===== config.mk =====
export PLATFORM = sky130hd
export DESIGN_NAME = generational_handle_table_top
export DESIGN_NICKNAME = d
export VERILOG_FILES = /design/src/ght_pkg.sv /design/src/ght_ctrl.sv /design/src/ght_datapath.sv /design/src/generational_handle_table_top.sv
export SDC_FILE = /design/constraint.sdc
export NUM_CORES = 2
export LEC_CHECK = 0
export ABC_AREA = 1
export ABC_CLOCK_PERIOD_IN_PS = 16600
export BUFFER_PORTS_ARGS = -buffer_cell sky130_fd_sc_hd__buf_4
export CELL_PAD_IN_SITES_DETAIL_PLACEMENT = 1
export CELL_PAD_IN_SITES_GLOBAL_PLACEMENT = 2
export CORE_ASPECT_RATIO = 1.5
export CORE_MARGIN = 1
export CORE_UTILIZATION = 48
export CTS_BUF_LIST = sky130_fd_sc_hd__clkbuf_2
export DETAILED_ROUTE_END_ITERATION = 6
export PLACE_DENSITY_LB_ADDON = 0.1
export SYNTH_ARGS = -nofsm -noshare
export SYNTH_HDL_FRONTEND = slang
export SYNTH_SLANG_ARGS = --single-unit

===== constraint.sdc =====
create_clock -name i_clk -period 16.6 [get_ports i_clk]
set_input_delay 1.66 -clock i_clk [delete_from_list [all_inputs] [get_ports i_clk]]
set_output_delay 1.66 -clock i_clk [all_outputs]
set_load 0.05 [all_outputs]

===== src/ght_pkg.sv =====
// ----------------------------------------------------------------------------
// ght_pkg
// Shared types and constants for the generational handle table.
// ----------------------------------------------------------------------------
`default_nettype none

package ght_pkg;

    localparam int TABLE_DEPTH = 64;
    localparam int IDX_W       = $clog2(TABLE_DEPTH);
    localparam int GEN_W       = 32;
    localparam int KIND_W      = 5;
    localparam int LIVE_W      = 7;

    localparam logic [GEN_W-1:0] FIRST_GENERATION = GEN_W'(1);

    localparam logic [1:0] OP_INSERT = 2'd0;
    localparam logic [1:0] OP_GET    = 2'd1;
    localparam logic [1:0] OP_CLOSE  = 2'd2;

    localparam logic [2:0] ST_OK           = 3'd0;
    localparam logic [2:0] ST_INVALID      = 3'd1;
    localparam logic [2:0] ST_STALE        = 3'd2;
    localparam logic [2:0] ST_WRONG_KIND   = 3'd3;
    localparam logic [2:0] ST_CLOSED       = 3'd4;
    localparam logic [2:0] ST_CLOSE_FAILED = 3'd5;
    localparam logic [2:0] ST_FULL         = 3'd6;

    typedef struct packed {
        logic [1:0]        operation;
        logic [31:0]       slot_index;
        logic [GEN_W-1:0]  slot_generation;
        logic [KIND_W-1:0] resource_kind;
        logic              is_owned;
        logic              close_ok;
    } t_in_word;

    typedef struct packed {
        logic [2:0]        status;
        logic [IDX_W-1:0]  handle_index;
        logic [GEN_W-1:0]  handle_generation;
        logic [KIND_W-1:0] found_kind;
        logic              found_owned;
        logic [LIVE_W-1:0] live_count;
    } t_out_word;

    typedef struct packed {
        logic [GEN_W-1:0]  gen;
        logic [KIND_W-1:0] kind;
        logic              owned;
    } t_slot_ent;

    typedef struct packed {
        logic capture;
        logic exec;
    } t_ght_cmd;

    typedef struct packed {
        logic out_blocked;
    } t_ght_sts;

endpackage

`default_nettype wire


===== src/ght_ctrl.sv =====
// ----------------------------------------------------------------------------
// ght_ctrl
// Controller: takes an input word, then commits it once the output is free.
// ----------------------------------------------------------------------------
`default_nettype none

module ght_ctrl (
    input  wire logic          i_clk,
    input  wire logic          i_rst_n,
    input  wire logic          i_in_valid,
    output logic               o_in_stall,
    input  ght_pkg::t_ght_sts  i_sts,
    output ght_pkg::t_ght_cmd  o_cmd
);
    import ght_pkg::*;

    typedef enum logic [1:0] {
        S_IDLE = 2'b01,
        S_EXEC = 2'b10
    } t_state;

    t_state r_state;
    t_state n_state;

    always_comb begin
        n_state     = r_state;
        o_cmd       = '0;
        o_in_stall  = 1'b1;
        unique case (r_state)
            S_IDLE: begin
                o_in_stall  = 1'b0;
                if (i_in_valid) begin
                    o_cmd.capture = 1'b1;
                    n_state       = S_EXEC;
                end
            end
            S_EXEC: begin
                if (!i_sts.out_blocked) begin
                    o_cmd.exec = 1'b1;
                    n_state    = S_IDLE;
                end
            end
            default: begin
                n_state = S_IDLE;
            end
        endcase
    end

    always_ff @(posedge i_clk) begin
        if (!i_rst_n) begin
            r_state <= S_IDLE;
        end else begin
            r_state <= n_state;
        end
    end

endmodule

`default_nettype wire


===== src/ght_datapath.sv =====
// ----------------------------------------------------------------------------
// ght_datapath
// Slot flags, slot memory, handle checks, live count and output register.
// ----------------------------------------------------------------------------
`default_nettype none

module ght_datapath (
    input  wire logic          i_clk,
    input  wire logic          i_rst_n,
    input  ght_pkg::t_in_word  i_in,
    input  ght_pkg::t_ght_cmd  i_cmd,
    output ght_pkg::t_ght_sts  o_sts,
    output logic               o_out_valid,
    input  wire logic          i_out_stall,
    output ght_pkg::t_out_word o_out
);
    import ght_pkg::*;

    logic [TABLE_DEPTH-1:0] r_occ;
    logic [TABLE_DEPTH-1:0] r_closed;
    logic [LIVE_W-1:0]      r_live;
    logic                   r_out_valid;
    t_out_word              r_out;

    t_slot_ent              mem [TABLE_DEPTH];
    t_slot_ent              r_rd;

    t_in_word               r_item;
    logic [IDX_W-1:0]       r_addr;
    logic                   r_found;
    logic                   r_in_range;

    logic [TABLE_DEPTH-1:0] free_vec;
    logic [IDX_W-1:0]       free_idx;
    logic [IDX_W-1:0]       rd_addr;

    logic                   occ;
    logic                   cls;
    logic [GEN_W-1:0]       cur_gen;
    logic [GEN_W-1:0]       nxt_gen;
    logic [2:0]             chk_status;
    logic [2:0]             n_status;
    logic                   do_insert;
    logic                   do_close;
    t_out_word              n_out;

    // lowest free or closed slot
    assign free_vec = ~r_occ | r_closed;

    always_comb begin
        free_idx = '0;
        for (int i = TABLE_DEPTH - 1; i >= 0; i--) begin
            if (free_vec[i]) begin
                free_idx = IDX_W'(i);
            end
        end
    end

    assign rd_addr = (i_in.operation == OP_INSERT) ? free_idx
                                                   : i_in.slot_index[IDX_W-1:0];

    always_ff @(posedge i_clk) begin
        if (i_cmd.capture) begin
            r_item     <= i_in;
            r_addr     <= rd_addr;
            r_found    <= |free_vec;
            r_in_range <= (i_in.slot_index < 32'(TABLE_DEPTH));
            r_rd       <= mem[rd_addr];
        end
        if (i_cmd.exec && do_insert) begin
            mem[r_addr] <= '{gen: nxt_gen, kind: r_item.resource_kind,
                             owned: r_item.is_owned};
        end
    end

    assign occ     = r_occ[r_addr];
    assign cls     = r_closed[r_addr];
    assign cur_gen = occ ? r_rd.gen : '0;

    always_comb begin
        nxt_gen = cur_gen + GEN_W'(1);
        if (nxt_gen == '0) begin
            nxt_gen = FIRST_GENERATION;
        end
    end

    always_comb begin
        if (r_item.slot_generation == '0 || !r_in_range || !occ) begin
            chk_status = ST_INVALID;
        end else if (r_rd.gen != r_item.slot_generation) begin
            chk_status = ST_STALE;
        end else if (cls) begin
            chk_status = ST_CLOSED;
        end else if (r_item.resource_kind != '0 && r_rd.kind != r_item.resource_kind) begin
            chk_status = ST_WRONG_KIND;
        end else begin
            chk_status = ST_OK;
        end
    end

    always_comb begin
        n_status  = ST_INVALID;
        do_insert = 1'b0;
        do_close  = 1'b0;
        unique case (r_item.operation)
            OP_INSERT: begin
                n_status  = r_found ? ST_OK : ST_FULL;
                do_insert = r_found;
            end
            OP_GET: begin
                n_status = chk_status;
            end
            OP_CLOSE: begin
                n_status = chk_status;
                if (chk_status == ST_OK) begin
                    if (r_rd.owned && !r_item.close_ok) begin
                        n_status = ST_CLOSE_FAILED;
                    end else begin
                        do_close = 1'b1;
                    end
                end
            end
            default: begin
                n_status = ST_INVALID;
            end
        endcase
    end

    always_comb begin
        n_out        = '0;
        n_out.status = n_status;
        if (do_insert) begin
            n_out.handle_index      = r_addr;
            n_out.handle_generation = nxt_gen;
        end
        if (r_item.operation == OP_GET && n_status == ST_OK) begin
            n_out.found_kind  = r_rd.kind;
            n_out.found_owned = r_rd.owned;
        end
        n_out.live_count = r_live;
        if (do_insert) begin
            n_out.live_count = r_live + LIVE_W'(1);
        end else if (do_close) begin
            n_out.live_count = r_live - LIVE_W'(1);
        end
    end

    always_ff @(posedge i_clk) begin
        if (!i_rst_n) begin
            r_occ       <= '0;
            r_closed    <= '0;
            r_live      <= '0;
            r_out_valid <= 1'b0;
        end else begin
            if (i_cmd.exec) begin
                r_live <= n_out.live_count;
                if (do_insert) begin
                    r_occ[r_addr]    <= 1'b1;
                    r_closed[r_addr] <= 1'b0;
                end else if (do_close) begin
                    r_closed[r_addr] <= 1'b1;
                end
                r_out_valid <= 1'b1;
            end else if (!i_out_stall) begin
                r_out_valid <= 1'b0;
            end
        end
    end

    always_ff @(posedge i_clk) begin
        if (i_cmd.exec) begin
            r_out <= n_out;
        end
    end

    assign o_sts.out_blocked = r_out_valid && i_out_stall;
    assign o_out_valid       = r_out_valid;
    assign o_out             = r_out;

endmodule

`default_nettype wire


===== src/generational_handle_table_top.sv =====
// ----------------------------------------------------------------------------
// generational_handle_table_top
// Table of 64 slots addressed by (index, generation) handles.
//
// Input channel: i_in_valid / o_in_stall carry one request word (insert,
// get or close). Output channel: o_out_valid / i_out_stall carry one result
// word per request, in request order.
// A request is taken in the idle state, and the slot memory is read as it is
// taken; the exec state then checks the handle, writes the slot back and
// loads the output register once that register is free. A new request is
// taken only after the previous one has been committed, as the memory read
// is followed by the write-back of the same slot.
// While the receiver stalls, the result holds in the output register; one
// more request may be taken and then waits until that register frees up.
// Reset clears the occupied and closed flags, the live count and both
// channels' control state at once; no clearing pass is needed.
// ----------------------------------------------------------------------------
`default_nettype none

module generational_handle_table_top (
    input  wire logic          i_clk,
    input  wire logic          i_rst_n,
    input  wire logic          i_in_valid,
    output logic               o_in_stall,
    input  ght_pkg::t_in_word  i_in,
    output logic               o_out_valid,
    input  wire logic          i_out_stall,
    output ght_pkg::t_out_word o_out
);
    import ght_pkg::*;

    t_ght_cmd cmd;
    t_ght_sts sts;

    ght_ctrl u_ctrl (
        .i_clk      (i_clk),
        .i_rst_n    (i_rst_n),
        .i_in_valid (i_in_valid),
        .o_in_stall (o_in_stall),
        .i_sts      (sts),
        .o_cmd      (cmd)
    );

    ght_datapath u_datapath (
        .i_clk       (i_clk),
        .i_rst_n     (i_rst_n),
        .i_in        (i_in),
        .i_cmd       (cmd),
        .o_sts       (sts),
        .o_out_valid (o_out_valid),
        .i_out_stall (i_out_stall),
        .o_out       (o_out)
    );

endmodule

`default_nettype wire


==> flow_summary.json <==
{
  "fin_setup_tns_ps": 0,
  "report.final.slew_viol_count": 0,
  "post_cts_buffers": 0,
  "clock_path_buffers": 4,
  "clkTransAtPathRegs_ps": 120,
  "synth_commonest_cells": "edfxtp_1, nand3_1, nand2_1, inv_1, nand3b_1",
  "nFillCells": 27200,
  "synth_cell_types": 45,
  "synth_edf_count": 2573,
  "rrSetupSlack_ps": 7310,
  "reg2reg_depth": 33,
  "design_power_total_mw": 12.9,
  "ant_nets": 0,
  "synth_area_leaders": "edfxtp_1, nand3_1, nand2_1, inv_1, nand3b_1",
  "fp.dieH_um": 614,
  "min_path_type": "in2reg",
  "place_inst": 14100,
  "hold_violations": 0,
  "slowest_delay_ps": 950,
  "critical_path.most_common_cell": "inv_1",
  "die_area_um2": 252000,
  "max_cap_violations": 0,
  "overflow": 0,
  "status": "complete, no violations",
  "via_per_inst": 5.88,
  "initial_utilization_pct": 48.3,
  "cts_tree": "done",
  "grt_pass1_vias": 93900,
  "avgSynthCellArea_um2": 10.7,
  "synthCells": 11200,
  "syn_area_um2": 120000,
  "critPathLaunchType": "flip-flop",
  "regToRegStartpoint": "u_datapath.r_addr[0]",
  "drtIter0Drc": 8689,
  "core_area_um2": 248000,
  "cts_root_buf": "clkbuf_2",
  "holdPathEnd": "u_datapath.o_out_valid",
  "peakVddDrop_v": 0.0000667,
  "layout.nets": 11600,
  "tightestPinTransition_ps": 1420,
  "stdcell_count": 15300,
  "fmax_mhz": 108,
  "die_w_um": 410,
  "crit_path_end_kind": "flip-flop",
  "syn-num-nets": 11300,
  "post-place-ws_ps": 7590,
  "critPathKind": "reg2reg",
  "num_rows": 224,
  "ys_seq_area_share_pct": 66.8,
  "hold-worst-slack_ps": 184,
  "htreeDepth": 6,
  "ys.flop_type": "edfxtp_1",
  "critPathSlowestCell": "nor3_1",
  "cts_sinks": 2711,
  "ctsResizeCount": 0,
  "power_density_nw_per_um2": 98.9,
  "yosysMostFrequentCell": "edfxtp_1",
  "cp.arrival_ps": 10760,
  "detail_route.first_pass.iterations": 6,
  "ys_warn_count": 0,
  "grt_start_max_net_pins": 177,
  "worstHoldStart": "i_out_stall",
  "hold_buffers": 44,
  "totalWireLength_um": 444000,
  "track_usage_pct": 34.8,
  "avgRoutedWirePerCell_um": 29.0,
  "cts_made_buffers": 649,
  "dp.final_hpwl_um": 239000,
  "timing.rr.end": "u_datapath.mem[18][7]",
  "drc": 0,
  "grt_antenna_before_repair": 16,
  "io_buffers": 132,
  "synthToLayoutAreaGrowth_pct": 8.70,
  "path_max_fanout": 66,
  "cp.required_ps": 18080,
  "hold_depth": 3,
  "synth_top_area_cell": "edfxtp_1",
  "rsz0062_at_grt": "no",
  "post-route-min-period_ps": 9290,
  "fin_skew_ps": 134,
  "timing.final.crit_share_pct": 55.9,
  "setup-violations-final": 0,
  "pin_count": 133,
  "yosysTopAreaCellShare_pct": 64.5,
  "ys_seq_elements": 2711,
  "relSlewSlack_pct": 5.39,
  "drive_above_1_share_pct": 12.1,
  "via_count": 90000,
  "clkLatencyLatePin_ps": 1910,
  "grt_first_pass_wirelength_um": 632000,
  "async_flop_share_pct": 0,
  "p_leak_nw": 52.3,
  "fin_ws_ps": 7310,
  "finalWeightedCongestion": 0.895
}
==> logic make-up (layout without fill, tap and decap cells) <==
logic type	count (synthesis)	count (layout)	synth area share (%)
AO/OA/AOI/OAI	262	262	1.44
adder cells (fa/ha/maj)	3	3	0.0313
other	0	13	0
flip-flops	2711	2711	66.8
buffers and inverters	2548	3367	8.46
AND/OR/NAND/NOR	5631	5631	22.9
XOR/XNOR	48	48	0.351
==> report_power, final <==
group	total, mW	switching [mW]	internal, mW
combinational	0.965	0.710	0.255
clock	4.47	2.77	1.70
sequential	7.45	0.0380	7.41
total	12.9	3.52	9.36
==> worst max-delay path: cells and delay by family, from the launching register on <==
family	cells	cell delay, ps
AO/OA/AOI/OAI	3	520
XOR/XNOR	1	130
adder cells (fa/ha/maj)	1	260
buffers and inverters	8	2640
flip-flops	1	500
AND/OR/NAND/NOR	20	4700
==> per-stage QoR <==
step / instance area [um^2] / utilization [%]
after floorplan: 120000 / -
after global placement: 124000 / 50.0
after detailed placement: 124000 / 50.0
after CTS: 130000 / 52.5
after global routing: 130000 / 52.5
final: 130000 / 52.5
==> metal layers <==
metal / routed length, um / vias to the layer above / global-route usage [%]
met5: 55 / - / 0
met1: 167000 / 46200 / 41.5
met3: 29500 / 1084 / 4.78
li1: - / 39000 / -
met4: 28600 / 8 / 21.5
met2: 220000 / 3733 / 59.4
==> flip-flops by register name, indices dropped and copies added (netlist names), 2 cells and up, named ones only <==
register           flops
u_ctrl.r_state         2
u_datapath.mem      2432
u_datapath.o_out      54
u_datapath.r_addr      6
u_datapath.r_item     41
u_datapath.r_live      7
u_datapath.r_occ      64
u_datapath.r_rd       38
==> layout by cell type, fill, tap and decap left out, types with 83 or more instances in the layout <==
master,count
nand3b_1,760
clkbuf_2,933
buf_4,318
nand2_1,1944
clkinv_1,146
edfxtp_1,2573
dfxtp_1,138
nor2_1,276
inv_1,1787
nand3_1,2527
inv_2,83
==> layout make-up <==
cell class / instances / area, um^2 / share of cell area (%)
repair buffers: 378 / 3150 / 2.42
clock buffers: 933 / 4670 / 3.59
clock inverters: 187 / 1090 / 0.834
multi-input cells: 5944 / 30100 / 23.1
flip-flops and latches: 2711 / 80000 / 61.5
diodes: 13 / 32.5 / 0.0250
inverters: 1869 / 7050 / 5.42
well taps: 3277 / 4100 / 3.15
==> worst max-delay path by stage <==
stage,start,to,depth (start not counted)
2_1_floorplan,u_datapath.r_addr[0],u_datapath.mem[0][7],35
3_3_place_gp,u_datapath.r_occ[62],u_datapath.r_rd[19],77
3_5_place_dp,u_datapath.r_addr[0],u_datapath.mem[18][7],33
4_1_cts,u_datapath.r_addr[0],u_datapath.mem[57][7],33
5_1_grt,u_datapath.r_addr[0],u_datapath.mem[57][7],33
6_report,u_datapath.r_addr[0],u_datapath.mem[18][7],33
(Power assumes the default switching activity.)
